[src/design/bis_pkg.sv]
// Shared widths, register indexes and the MAC control group of the bilinear scaler.
`timescale 1ns / 1ps
package bis_pkg;

   localparam int PIX_W       = 32;
   localparam int SIZE_W      = 9;
   localparam int SIZE_MAX    = (1 << SIZE_W) - 1;
   localparam int FRAC_W      = 16;
   localparam int NUM_W       = SIZE_W + FRAC_W;
   localparam int STEP_W      = NUM_W;
   localparam int POS_W       = 36;
   localparam int IX_W        = POS_W - FRAC_W + 1;
   localparam int WFRAC_W     = 8;
   localparam int WGT_W       = WFRAC_W + 1;
   localparam int FULL_WEIGHT = 1 << WFRAC_W;
   localparam int HALF_STEP   = 1 << (FRAC_W - 1);
   localparam int LANE_W      = 16;
   localparam int LANES       = 4;
   localparam int CH_W        = 8;
   localparam int CH5_W       = 5;
   localparam int CSR_ADDR_W  = 5;
   localparam logic [15:0] ALPHA_1555 = 16'h8000;

   typedef enum logic [2:0] {
      REG_SRC_WIDTH    = 3'd0,
      REG_SRC_HEIGHT   = 3'd1,
      REG_DST_WIDTH    = 3'd2,
      REG_DST_HEIGHT   = 3'd3,
      REG_PIXEL_FORMAT = 3'd4
   } reg_index_type;

   typedef struct packed {
      logic enable;
      logic first;
      logic wide;
   } mac_ctrl_type;

endpackage

[src/design/bis_mac.sv]
// Four-lane weighted accumulator that blends one neighbor per cycle and formats the pixel.
`timescale 1ns / 1ps
module bis_mac (
   input  logic                       clock,
   input  bis_pkg::mac_ctrl_type      ctrl,
   input  logic [bis_pkg::PIX_W-1:0]  pixel,
   input  logic [bis_pkg::WGT_W-1:0]  weight,
   output logic [bis_pkg::PIX_W-1:0]  result
);
   import bis_pkg::*;

   logic [LANE_W-1:0] acc_ff [LANES];
   logic [LANE_W-1:0] sum [LANES];
   logic [CH_W-1:0]   chan [LANES];

   always_comb begin
      for (int c = 0; c < LANES; c++) begin
         if (ctrl.wide) begin
            chan[c] = pixel[CH_W*c +: CH_W];
         end else if (c < LANES - 1) begin
            chan[c] = CH_W'(pixel[CH5_W*c +: CH5_W]);
         end else begin
            chan[c] = '0;
         end
         // weights sum to 256, so a lane never exceeds 16 bits
         sum[c] = (ctrl.first ? LANE_W'(0) : acc_ff[c]) + LANE_W'(chan[c] * weight);
      end
      if (ctrl.wide) begin
         result = {sum[3][LANE_W-1 -: CH_W], sum[2][LANE_W-1 -: CH_W],
                   sum[1][LANE_W-1 -: CH_W], sum[0][LANE_W-1 -: CH_W]};
      end else begin
         result = {16'h0000, ALPHA_1555
                   | {1'b0, sum[2][WFRAC_W +: CH5_W], sum[1][WFRAC_W +: CH5_W],
                      sum[0][WFRAC_W +: CH5_W]}};
      end
   end

   always_ff @(posedge clock) begin
      if (ctrl.enable) begin
         for (int c = 0; c < LANES; c++) begin
            acc_ff[c] <= sum[c];
         end
      end
   end

endmodule

[config.mk]
export PLATFORM = sky130hd
export DESIGN_NAME = bis_mac
export DESIGN_NICKNAME = d
export VERILOG_FILES = /design/src/design/bis_pkg.sv /design/src/design/bis_mac.sv
export SDC_FILE = /design/constraint.sdc
export NUM_CORES = 1
export LEC_CHECK = 0
export ABC_AREA = 1
export BUFFER_PORTS_ARGS = -buffer_cell sky130_fd_sc_hd__buf_4
export CAP_MARGIN = 20
export CELL_PAD_IN_SITES_DETAIL_PLACEMENT = 0
export CELL_PAD_IN_SITES_GLOBAL_PLACEMENT = 2
export CORE_MARGIN = 1
export CORE_UTILIZATION = 38
export DETAILED_ROUTE_END_ITERATION = 16
export GPL_TIMING_DRIVEN = 0
export PLACE_DENSITY = 0.81
export SETUP_SLACK_MARGIN = 0.3
export SLEW_MARGIN = 20
export SYNTH_ARGS = -nofsm -noshare
export SYNTH_HDL_FRONTEND = slang
export SYNTH_SLANG_ARGS = --single-unit
[constraint.sdc]
create_clock -name clock -period 5.9 [get_ports clock]
set_input_delay 0.295 -clock clock [delete_from_list [all_inputs] [get_ports clock]]
set_output_delay 0.295 -clock clock [all_outputs]
set_load 0.02 [all_outputs]
# After elaboration in Yosys (flattened, before gate mapping)
# Memories as Yosys holds them, arrays and structs flattened.
# Cells that the tools add are included.
word_totals:
  reg_bits: 0
  ramBits: 64
  input_bits: 45
  mem_count: 1
op_classes:
  addsub: 4
  n_mul: 4
  muxes: 11
memory_table:
  columns: ["name", "depth", "word_bits", "read_ports", "rd_clocked_by_memory_dff", "wr", "line", "source"]
  rows:
  - ["acc_ff", 4, 16, 4, 0, 4, "bis_mac.sv:12", "logic [LANE_W-1:0] acc_ff [LANES];"]
ops:
  columns: ["operator", "count"]
  rows:
  - ["$add A16 B16 Y16", 4]
  - ["$mul A8 B9 Y16", 4]
  - ["$mux W16", 4]
  - ["$mux W32", 1]
  - ["$mux W8", 4]
  - ["$mux W1", 2]

# Logic depth before layout (Yosys ltp)
logic_depth:
  ltp_word: 4
  mapped_depth: 25

# Least setup slack after synthesis
# OpenSTA, ideal clock, no wires.
synth_timing:
  path_kind: "input -> output"
  startpoint: "input ctrl[1] in the netlist's numbering"
  endpoint: "output result[12] in the netlist's numbering"
  arrival_time_ns: 4.507
  path_slack_ns: 1.098
  cell_stages: 20
  path_cell_list: "buf_2 inv_1 clkbuf_1 buf_2 nand2_1 fa_1 inv_1 fa_1 fa_1 inv_1 fa_1 inv_1 ha_1 nand2_1 inv_1 a21oi_1 nand2_1 nand2_1 nand2_1 o21ai_0"
synth_via:
  elab_chain_cells: 3
  elab_cells_between_ends: 5
  cone_classes: "add/sub: 2; mux: 3"
synth_rtl:
  columns: ["item", "line", "source"]
  rows:
  - ["start, declared", "bis_mac.sv:5", "input bis_pkg::mac_ctrl_type ctrl,"]
  - ["$mux W16", "bis_mac.sv:26", "sum[c] = (ctrl.first ? LANE_W'(0) : acc_ff[c]) + LANE_W'(chan[c] * weight);"]
  - ["$add A16 B16 Y16", "bis_mac.sv:26", null]
  - ["$mux W32 (*)", "bis_mac.sv:28", "if (ctrl.wide) begin"]
  - ["end, declared", "bis_mac.sv:8", "output logic [bis_pkg::PIX_W-1:0] result"]
# Mark *: on every way between the ends. The rest lies on a longest branch, timed or not.

# Final worst setup path
layout_timing:
  startpoint: "input ctrl[0] in the netlist's numbering"
  endpoint: "output result[31] in the netlist's numbering"
layout_via:
  elab_chain_cells: 4
layout_rtl:
  columns: ["item", "line", "source"]
  rows:
  - ["$mux W8", "bis_mac.sv:18", "if (ctrl.wide) begin"]
  - ["$mul A8 B9 Y16", "bis_mac.sv:26", null]
  - ["$add A16 B16 Y16", "bis_mac.sv:26", null]
  - ["$mux W32 (*)", "bis_mac.sv:28", null]
# Marks and branches as above.

==> results_dict.tcl <==
set metrics [dict create \
    cts_buffers 9 \
    via_per_inst 4.65 \
    crit_path_start_kind "primary input" \
    pwr-share-comb 0.831 \
    worstPathRequired_ns 5.61 \
    io_buffers 65 \
    crit_type "in2out" \
    grt_setup_unrepaired "true" \
    wire_per_inst_um 17.4 \
    die-height_um 195 \
    num_vias 11400 \
    seqPwrFrac 0.111 \
    routed_wirelength_mm 42.8 \
    slew_violations 0 \
    max_slew.worst_pin.slew_ns 1.08 \
    min_period_over_period 0.918 \
    largest_reg_flops 64 \
    yosysWarnings 0 \
    syn_area_mm2 0.0141 \
    cp_data_arrival_time_ns 5.12 \
    ys_seq_area_frac 0.136 \
    rows 70 \
    dp_cells 2435 \
    clock_power_share 0.058 \
    drt_iter0_markers 590 \
    top_regs "acc_ff (64)" \
    drive_above_1_share 0.0771 \
    yosys.cell_types.count 30 \
    slew_headroom 0.282 \
    clock_latency_ns 0.37 \
    fin_cells 2453 \
    final_hold_viol_count 0 \
    antenna_left 0 \
    cts-root-buf "clkbuf_16" \
    fin_nets 2381 \
    fp.dieW_um 195 \
    internal-power_mw 4.09 \
    synth_area_per_cell_um2 7.41 \
    p_total_mw 9.14 \
    nFillCells 3840 \
    cts.path.max_buffers 2 \
    cts_tree "built" \
    outcome "complete, no violations" \
    period_minus_slack_ns 5.42 \
    p_switching_mw 5.05 \
    antenna_found_initial 1 \
    io_pins 77 \
    hold_path.class "in2reg" \
    clk_pin_slew_ns 0.06 \
    netlist_instances 1902 \
    drtPass1Iterations 5 \
    clock-skew-final_ns 0.00783 \
    fmax_mhz 185 \
    htreeDepth 3 \
    netSwitchingFraction 0.553 \
    power.density_mw_per_mm2 585 \
    drv_cap 0 \
    die_area_mm2 0.0378 \
    syn_nets 2303 \
    placed_cell_area_mm2 0.0152 \
    ir_worst_vdd_mv 0.676 \
    cp-end-kind "output pin" \
    setup_slack_ns 0.481 \
    stdcell_area_mm2 0.0156 \
    pre_cts_ws_ns -0.323 \
    holdPathStages 4 \
    track_usage 0.244 \
    regMostFlops "acc_ff" \
    fp.coreArea_mm2 0.0365 \
    ys_ff_latch 64 \
    setup_violations 0 \
    grt_max_degree 65 \
    grt_pass1_wl_mm 69.3 \
    cts.sinks 64 \
    r2r_cells 17 \
    grt_pass1_vias 12200 \
    area_delta_synth_final_pct 10.8 \
    drc_errors 0 \
    cp_max_fo 10 \
    start_util 0.386 \
    gp_congestion 0.858 \
    grt_overflow 0 \
    dp_hpwl_mm 34.7 \
    p_leak_nw 9.02 \
]
cells in the final DEF, fill, tap and decap left out, drive strengths merged:
cell / netlist / routed
fa: 224 / 224
a21o: 2 / 2
ha: 132 / 132
nand3: 60 / 60
a21oi: 25 / 25
edfxtp: 64 / 64
clkbuf: 35 / 46
clkinvlp: 0 / 1
nand2: 484 / 484
nand4: 14 / 14
nor2: 226 / 226
a21boi: 1 / 1
inv: 545 / 545
diode: 0 / 1
o21ai: 11 / 11
nand3b: 1 / 1
buf: 16 / 83
xnor2: 12 / 12
mux2i: 3 / 3
clkinv: 1 / 4
xor2: 19 / 19
and2: 8 / 8
nor3: 1 / 1
o21bai: 6 / 6
or2: 10 / 10
a31oi: 2 / 2
power by group through the flow:
stage | registers [mW] | clock network, mW | logic (mW)
floorplan | 0.996 | 0 | 5.05
global placement | 1.02 | 0 | 7.31
detailed placement | 1.02 | 0 | 7.32
CTS | 1.02 | 0.545 | 7.46
global route | 1.04 | 0.553 | 8.63
finish | 1.02 | 0.526 | 7.60
cells in the mapped netlist:
library cell  number  area share
a21boi_0           1     0.00053
a21o_1             2      0.0011
a21oi_1           25      0.0089
a31oi_1            2     0.00089
and2_1             8      0.0036
buf_1              2     0.00053
buf_2              6      0.0021
buf_4              7      0.0037
buf_6              1     0.00080
clkbuf_1          35      0.0093
clkinv_1           1     0.00027
edfxtp_1          64        0.14
fa_1             224        0.32
ha_1             132        0.12
inv_1            543        0.14
inv_2              2     0.00053
mux2i_1            3      0.0021
nand2_1          484        0.13
nand3_1           60       0.021
nand3b_1           1     0.00053
nand4_1           14      0.0062
nor2_1           223       0.059
nor2_2             3      0.0013
nor3_1             1     0.00035
o21ai_0            7      0.0025
o21ai_1            4      0.0014
o21bai_1           6      0.0032
or2_2             10      0.0044
xnor2_1           12      0.0075
xor2_1            19       0.012
final cells by class:
cell class,instances,area [um2],area share
buffer,51,274,0.0176
clock buffer,11,233,0.0149
multi-input combinational,1241,10000,0.641
tap,468,586,0.0375
inverter,546,2050,0.132
clock inverter,4,22.5,0.00144
timing repair buffer,67,503,0.0322
antenna,1,2.50,0.000160
sequential,64,1920,0.123
cell families (layout without fill, tap and decap cells):
kind of cell	count (synthesis)	count (layout)	share of synthesized area
AND/OR/NAND/NOR	804	804	0.226
adder cells (fa/ha/maj)	356	356	0.436
AO/OA/AOI/OAI	47	47	0.0185
flip-flops	64	64	0.136
other	0	1	0
multiplexers	3	3	0.00213
XOR/XNOR	31	31	0.0193
buffers and inverters	597	679	0.162
worst max-delay path, cell delays in order:
cell and delay (ns):
buf_4 0.14, buf_4 0.25, buf_6 0.21, nand2_1 0.26, inv_1 0.20, nand2_1 0.10
fa_1 0.52, inv_1 0.05, fa_1 0.51, fa_1 0.50, inv_1 0.05, fa_1 0.49
inv_1 0.05, ha_1 0.33, a21oi_1 0.25, nand2_1 0.09, nand2_1 0.09, nand2_1 0.05
nor2_1 0.16, nand2_1 0.07, nand2_1 0.20, nor2_1 0.06, buf_4 0.19
per-stage QoR:
stage               hold slack, ns  TNS, ns   util
detailed placement           0.650    -2.05  0.415
CTS                          0.322        0  0.424
global placement             0.639    -2.52  0.415
floorplan                    0.407        0      -
finish                       0.338        0  0.427
global route                 0.355        0  0.427
final timing paths:
path,slack [ns],start,end
hold reg to reg,0.66,acc_ff[2][0],acc_ff[2][0]
setup / recovery,0.48,ctrl[0],result[31]
hold / removal,0.34,weight[0],acc_ff[0][0]
setup reg to reg,1.69,acc_ff[3][6],acc_ff[3][15]
routing by layer:
layer  GRT usage  part of all wire  up-vias  wire (um)
li1            -                 -     5638          -
met5           0                 0        -          0
met2       0.387              0.44      193      18900
met3      0.0345             0.041       46       1770
met4      0.0820             0.024        0       1040
met1       0.342              0.49     5537      21100
repair_timing:
item	CTS	global route
pin swaps	0	2
gates resized for setup	25	43
setup buffers	0	2
hold buffers	0	0
endpoints found under the setup margin	33	25
(Power assumes the default switching activity.)
