--- config.mk ---
export PLATFORM = sky130hd
export DESIGN_NAME = bis_divider
export DESIGN_NICKNAME = d
export VERILOG_FILES = /design/src/design/bis_pkg.sv /design/src/design/bis_divider.sv
export SDC_FILE = /design/constraint.sdc
export NUM_CORES = 1
export LEC_CHECK = 0
export BUFFER_PORTS_ARGS = -buffer_cell sky130_fd_sc_hd__buf_2
export CAP_MARGIN = 20
export CORE_MARGIN = 4
export CORE_UTILIZATION = 48
export DETAILED_ROUTE_END_ITERATION = 6
export PLACE_DENSITY = 0.86
export SLEW_MARGIN = 40
export SYNTH_ARGS = -nofsm -noshare
export SYNTH_HDL_FRONTEND = slang
export SYNTH_SLANG_ARGS = --single-unit
--- constraint.sdc ---
create_clock -name clock -period 2.15 [get_ports clock]
set_clock_uncertainty 0.1 [all_clocks]
set_input_delay 0.215 -clock clock [delete_from_list [all_inputs] [get_ports clock]]
set_output_delay 0.215 -clock clock [all_outputs]
set_load 0.01 [all_outputs]
--- src/design/bis_pkg.sv ---
// Shared widths, register indexes and the MAC control group of the bilinear scaler.
`timescale 1ns / 1ps
package bis_pkg;

   localparam int PIX_W       = 32;
   localparam int SIZE_W      = 9;
   localparam int SIZE_MAX    = (1 << SIZE_W) - 1;
   localparam int FRAC_W      = 16;
   localparam int NUM_W       = SIZE_W + FRAC_W;
   localparam int STEP_W      = NUM_W;
   localparam int POS_W       = 36;
   localparam int IX_W        = POS_W - FRAC_W + 1;
   localparam int WFRAC_W     = 8;
   localparam int WGT_W       = WFRAC_W + 1;
   localparam int FULL_WEIGHT = 1 << WFRAC_W;
   localparam int HALF_STEP   = 1 << (FRAC_W - 1);
   localparam int LANE_W      = 16;
   localparam int LANES       = 4;
   localparam int CH_W        = 8;
   localparam int CH5_W       = 5;
   localparam int CSR_ADDR_W  = 5;
   localparam logic [15:0] ALPHA_1555 = 16'h8000;

   typedef enum logic [2:0] {
      REG_SRC_WIDTH    = 3'd0,
      REG_SRC_HEIGHT   = 3'd1,
      REG_DST_WIDTH    = 3'd2,
      REG_DST_HEIGHT   = 3'd3,
      REG_PIXEL_FORMAT = 3'd4
   } reg_index_type;

   typedef struct packed {
      logic enable;
      logic first;
      logic wide;
   } mac_ctrl_type;

endpackage

--- src/design/bis_divider.sv ---
// Restoring divider for the per-frame step, one quotient bit per cycle.
`timescale 1ns / 1ps
module bis_divider (
   input  logic                       clock,
   input  logic                       reset,
   input  logic                       start,
   input  logic [bis_pkg::NUM_W-1:0]  numer,
   input  logic [bis_pkg::SIZE_W-1:0] denom,
   output logic                       done,
   output logic [bis_pkg::NUM_W-1:0]  quotient
);
   import bis_pkg::*;

   localparam int CNT_W = $clog2(NUM_W + 1);

   logic [NUM_W-1:0]  quo_ff, quo_in;
   logic [SIZE_W-1:0] rem_ff, rem_in;
   logic [SIZE_W-1:0] den_ff, den_in;
   logic [CNT_W-1:0]  cnt_ff, cnt_in;
   logic              done_ff, done_in;
   logic [SIZE_W:0]   trial;
   logic [SIZE_W:0]   diff;
   logic              fits;

   always_comb begin
      trial   = {rem_ff, quo_ff[NUM_W-1]};
      diff    = trial - {1'b0, den_ff};
      fits    = trial >= {1'b0, den_ff};
      quo_in  = quo_ff;
      rem_in  = rem_ff;
      den_in  = den_ff;
      cnt_in  = cnt_ff;
      done_in = 1'b0;
      if (start) begin
         quo_in = numer;
         rem_in = '0;
         den_in = denom;
         cnt_in = CNT_W'(NUM_W);
      end else if (cnt_ff != '0) begin
         // remainder stays below the divisor, so the top trial bit drops
         rem_in  = fits ? diff[SIZE_W-1:0] : trial[SIZE_W-1:0];
         quo_in  = {quo_ff[NUM_W-2:0], fits};
         cnt_in  = cnt_ff - 1'b1;
         done_in = (cnt_ff == CNT_W'(1));
      end
   end

   always_ff @(posedge clock) begin
      if (reset) begin
         cnt_ff  <= '0;
         done_ff <= 1'b0;
      end else begin
         cnt_ff  <= cnt_in;
         done_ff <= done_in;
      end
   end

   always_ff @(posedge clock) begin
      quo_ff <= quo_in;
      rem_ff <= rem_in;
      den_ff <= den_in;
   end

   assign done     = done_ff;
   assign quotient = quo_ff;

endmodule

Word-level counts from Yosys, hierarchy flattened --
Cells that the tools add are included.
Word-level totals: flip-flop bits (word level) 49, output and inout port bits 26
Cells by class: equality and inequality tests 1, multiplexer cells 5, reductions and logical operators 4, bitwise operators 1, $lt $le $gt $ge 1, add/subtract/negate cells 2
Operator list (count):
- 2-to-1 mux 25 bit | 2
- greater-or-equal comparator 10 x 9 -> 1 bit | 1
- 2-to-1 mux 5 bit | 2
- 2-to-1 mux 9 bit | 1
- subtractor 9 bit | 1
- == test 5 x 1 -> 1 bit (second input constant) | 1
- nonzero test 5 bit | 1
- subtractor 5 x 1 -> 5 bit (second input constant) | 1
- OR reduction 3 bit | 1
- nonzero test 2 bit | 1
- OR reduction 2 bit | 1
- NOT 1 bit | 1

Depth between registers and ports, before layout --
depth after elaboration 3, depth in mapped cells 10, gate-level depth less buffers 9

Worst setup path before layout --
OpenSTA, ideal clock, no wires.
path type flip-flop to flip-flop, start point register quo_ff[24] (netlist: quotient[24]), end point register quo_ff[0] (netlist: quotient[0]) (data pin), data required time 1.790 ns, library setup time 0.260 ns, path slack -0.265 ns, buffers on the path 1, cell stages (with the launch flop) 10, arrival time 2.055 ns, cells stage by stage edfxtp_1 inv_1 ha_1 inv_1 fa_1 a211oi_1 o21a_1 o211ai_4 buf_8 mux2_2
On the way: cells in the longest elaborated chain, start to end 3
RTL lines:
- start, declared | line bis_divider.sv:16 | logic [NUM_W-1:0] quo_ff, quo_in;
- start signal, assigned | line bis_divider.sv:59 | quo_ff <= quo_in;
- greater-or-equal comparator 10 x 9 -> 1 bit | line bis_divider.sv:28 | fits = trial >= {1'b0, den_ff};
- 2-to-1 mux 25 bit | line bis_divider.sv:39 | end else if (cnt_ff != '0) begin
- 2-to-1 mux 25 bit | line bis_divider.sv:34 | if (start) begin
- named net quo_in[0] | line bis_divider.sv:16
The timed path passes the listed nets, and every way through them passes these cells. The select of a mux whose other input is x is not followed. A chain may end at the register's enable or synchronous reset.

Final worst setup path --
start point register quo_ff[24] (netlist: quotient[24]), end point register rem_ff[5]
On the way: cells in the longest elaborated chain, start to end 2, elaborated cells on any way between the ends 3, those cells by class add/sub: 1; order compare: 1; mux: 1
RTL lines:
- subtractor 9 bit / greater-or-equal comparator 10 x 9 -> 1 bit (equally long branches) | line bis_divider.sv:27, bis_divider.sv:28
- 2-to-1 mux 9 bit * | line bis_divider.sv:41 | rem_in = fits ? diff[SIZE_W-1:0] : trial[SIZE_W-1:0];
- end signal, assigned | line bis_divider.sv:60 | rem_ff <= rem_in;
- end, declared | line bis_divider.sv:17 | logic [SIZE_W-1:0] rem_ff, rem_in;
Every way passes the cells marked *; elsewhere a longest branch is shown, timed or not.

==> run_results.csv <==
group,metric,value,unit
worst_setup_path,worstPathMaxFanout,6,
final_layout,fin_nets,347,
worst_setup_path,required_time_worst_endpoint,2.28,ns
logic_synthesis,synth_cell_type_count,47,
job,drv.max_cap_violation_count,0,
placement,dp.final_hpwl,3.92,mm
route,ant_nets,0,
floorplan,initial_core_util,49.5,%
route,via_count_of_the_routed_design,1935,
final_layout,layout.cells.most_common,"sky130_fd_sc_hd__buf_2",
global_route,grt_busiest_layer,"met2",
floorplan,die_height,80.3,um
power_and_ir_drop,fin_total_pwr,3.76,mW
logic_synthesis,synth_flop_cell,"sky130_fd_sc_hd__edfxtp_1",
outcome,failed_checks,"negative setup slack",
cts,cts_root_buf,"sky130_fd_sc_hd__clkbuf_8",
floorplan,die-width,80.3,um
timing,finalCritPeriodShare,105,%
global_route,grt_util_met1,20.7,%
worst_setup_path,worst_setup_path_start_kind,"flip-flop",
route,vias_per_cell,5.24,
final_layout,syn2layout_area_growth,31.7,%
global_route,antenna_found_initial,0,
floorplan,row_count,26,
logic_synthesis,post_synth.cell_area_avg,11.8,um^2
timing,totalNegativeSetupSlack,-0.641,ns
worst_setup_path,worstSetupPathType,"reg2reg",
route,routed_wl,5.87,mm
logic_synthesis,syn_area,2510,um^2
global_route,grt_first_pass_wirelength,8.92,mm
placement,port_buffers,62,
worst_setup_path,worstSetupEndpointType,"flip-flop",
cts,maximum_root_to_sink_buffer_count,2,
timing,rsz0062_at_grt,"yes",
timing,timing_hold_violations_final,0,
cts,clock-sinks,49,
final_layout,ant_diodes,0,
global_route,first_global_vias,1924,
global_route,grt_start_max_net_pins,27,
timing,setup_ws,-0.112,ns
logic_synthesis,synth_seq_area_share,52.6,%
route,final_routed_wire_length_divided_by_cell_count,15.9,um
global_route,global_route.usage.met2,33.9,%
logic_synthesis,yosysWarningCount,0,
global_route,global_route.usage.met3,3.92,%
logic_synthesis,synthesis.instances,212,
timing,period_needed,2.26,ns
timing,finalSetupViolCount,9,
logic_synthesis,postSynthRegisterBits,49,
cts,cts_buffers,5,
logic_synthesis,mappedNetlistNets,261,
worst_setup_path,worst-endpoint-arrival,2.39,ns
final_layout,most-common-layout-cells,"62 x sky130_fd_sc_hd__buf_2, 34 x sky130_fd_sc_hd__edfxtp_1, 24 x sky130_fd_sc_hd__mux2_2",
cts,h_tree_depth,2,
route,drc,0,
final_layout,drive_gt1_share,43.8,%
timing,fmaxAchievable,442,MHz
cts,insertion_delay_of_the_later_clocked_pin_in_the_worst_skew_pair,0.31,ns
hold_path,worstHoldPathType,"in2reg",
logic_synthesis,ys_async_sr_fraction,0,%
final_layout,layout.core_utilization,65.2,%
floorplan,pin_count,63,
logic_synthesis,synth_edf_count,34,
power_and_ir_drop,p_per_area,1140,nW/um^2
floorplan,core_area,5070,um^2
global_route,grtUsageTotal,18.3,%
timing,final.hold.worst_slack,0.0354,ns
power_and_ir_drop,max-vdd-ir-drop,0.000790,V
timing,relSlewSlack,76.4,%
cts,tritoncts_clock_tree,"done",
cts,path_clk_slew,0.09,ns
outcome,outcome,"finished, violations left",
route,drtIter0Drc,124,
timing,timing_max_transition_violations_final,0,
timing,worst_pin_slew,0.354,ns
power_and_ir_drop,power.leakage,1.43,nW
global_route,grt_overflow_total,0,
route,detailedRoute.firstPassIterationCount,4,
floorplan,dieArea,6450,um^2
placement,place.gp.congestion,0.879,
## per-layer routing
layer | share of wire (%) | vias up
li1 | - | 950
met1 | 41 | 914
met2 | 54 | 60
met3 | 4.0 | 11
met4 | 1.4 | 0
met5 | 0 | -
## metrics by stage
stage | setup slack [ns] | area [um^2] | std cells
after CTS | -0.138 | 3260 | 368
after global placement | -0.0540 | 2960 | 348
final | -0.112 | 3310 | 369
after detailed placement | -0.177 | 2960 | 348
after global routing | -0.222 | 3310 | 369
after floorplan | -0.151 | 2520 | 212
## synthesized netlist by cell type, drive strengths merged, types with 3 or more instances
master	count	area, um^2
dfxtp	15	300
nand2	5	18.8
o21ai	6	30.0
nand2b	5	31.3
a21o	3	22.5
ha	11	138
nor3	5	30.0
xor2	3	26.3
a21oi	10	50.1
buf	7	43.8
a211oi	5	37.5
nor2	19	71.3
inv	16	60.1
mux2i	4	40.0
or3	3	23.8
mux2	25	282
nand3	5	25.0
edfxtp	34	1020
## worst max-delay path, stage by stage, from the launching register on
cell,delay (ns)
sky130_fd_sc_hd__edfxtp_1,0.39
sky130_fd_sc_hd__inv_1,0.07
sky130_fd_sc_hd__ha_2,0.17
sky130_fd_sc_hd__inv_2,0.04
sky130_fd_sc_hd__fa_2,0.35
sky130_fd_sc_hd__a211oi_2,0.19
sky130_fd_sc_hd__o21a_1,0.19
sky130_fd_sc_hd__o211ai_4,0.13
sky130_fd_sc_hd__buf_6,0.17
sky130_fd_sc_hd__o21a_1,0.18
sky130_fd_sc_hd__a211oi_2,0.20
## layout make-up
class	instances	area (um^2)
inverters	16	60.1
clock inverters	3	68.8
multi-input cells	138	1160
fillers	382	1770
clock buffers	5	68.8
flip-flops and latches	49	1320
repair buffers	88	539
well taps	70	87.6
## timing repair
action                                  4_1_cts  5_1_grt
endpoints found under the setup margin       10       10
setup buffers                                 3        1
gates cloned                                  0        0
hold buffers                                  9        0
pin swaps                                    13        2
endpoints found under the hold margin         9        0
gates resized for setup                      11        7
## report_power, final
| part | switching [mW] | internal, mW |
|---|---|---|
| sequential | 0.127 | 1.22 |
| clock | 0.320 | 0.468 |
| combinational | 0.833 | 0.793 |
## path summary, 6_finish.rpt
path,from,end,slack [ns],cells after the start
setup / recovery,quotient[24],rem_ff[5],-0.11,10
hold / removal,reset,cnt_ff[0],0.04,2
setup reg to reg,quotient[24],rem_ff[5],-0.11,10
hold reg to reg,rem_ff[8],rem_ff[8],0.42,2
## cell families (layout without fill, tap and decap cells)
kind of cell / after synthesis / count (layout) / synth area share (%)
AND/OR/NAND/NOR: 52 / 52 / 10.9
flip-flops: 49 / 49 / 52.6
AO/OA/AOI/OAI: 40 / 40 / 11.3
multiplexers: 29 / 29 / 12.8
buffers and inverters: 25 / 112 / 4.43
adder cells (fa/ha/maj): 12 / 12 / 6.28
XOR/XNOR: 5 / 5 / 1.74
## state kept, by name, summed over array words and instances, names as in the netlist
signal	cells
done	1
cnt_ff	5
den_ff	9
quotient	25
rem_ff	9
Note: power is estimated with default switching activity, not from simulation.
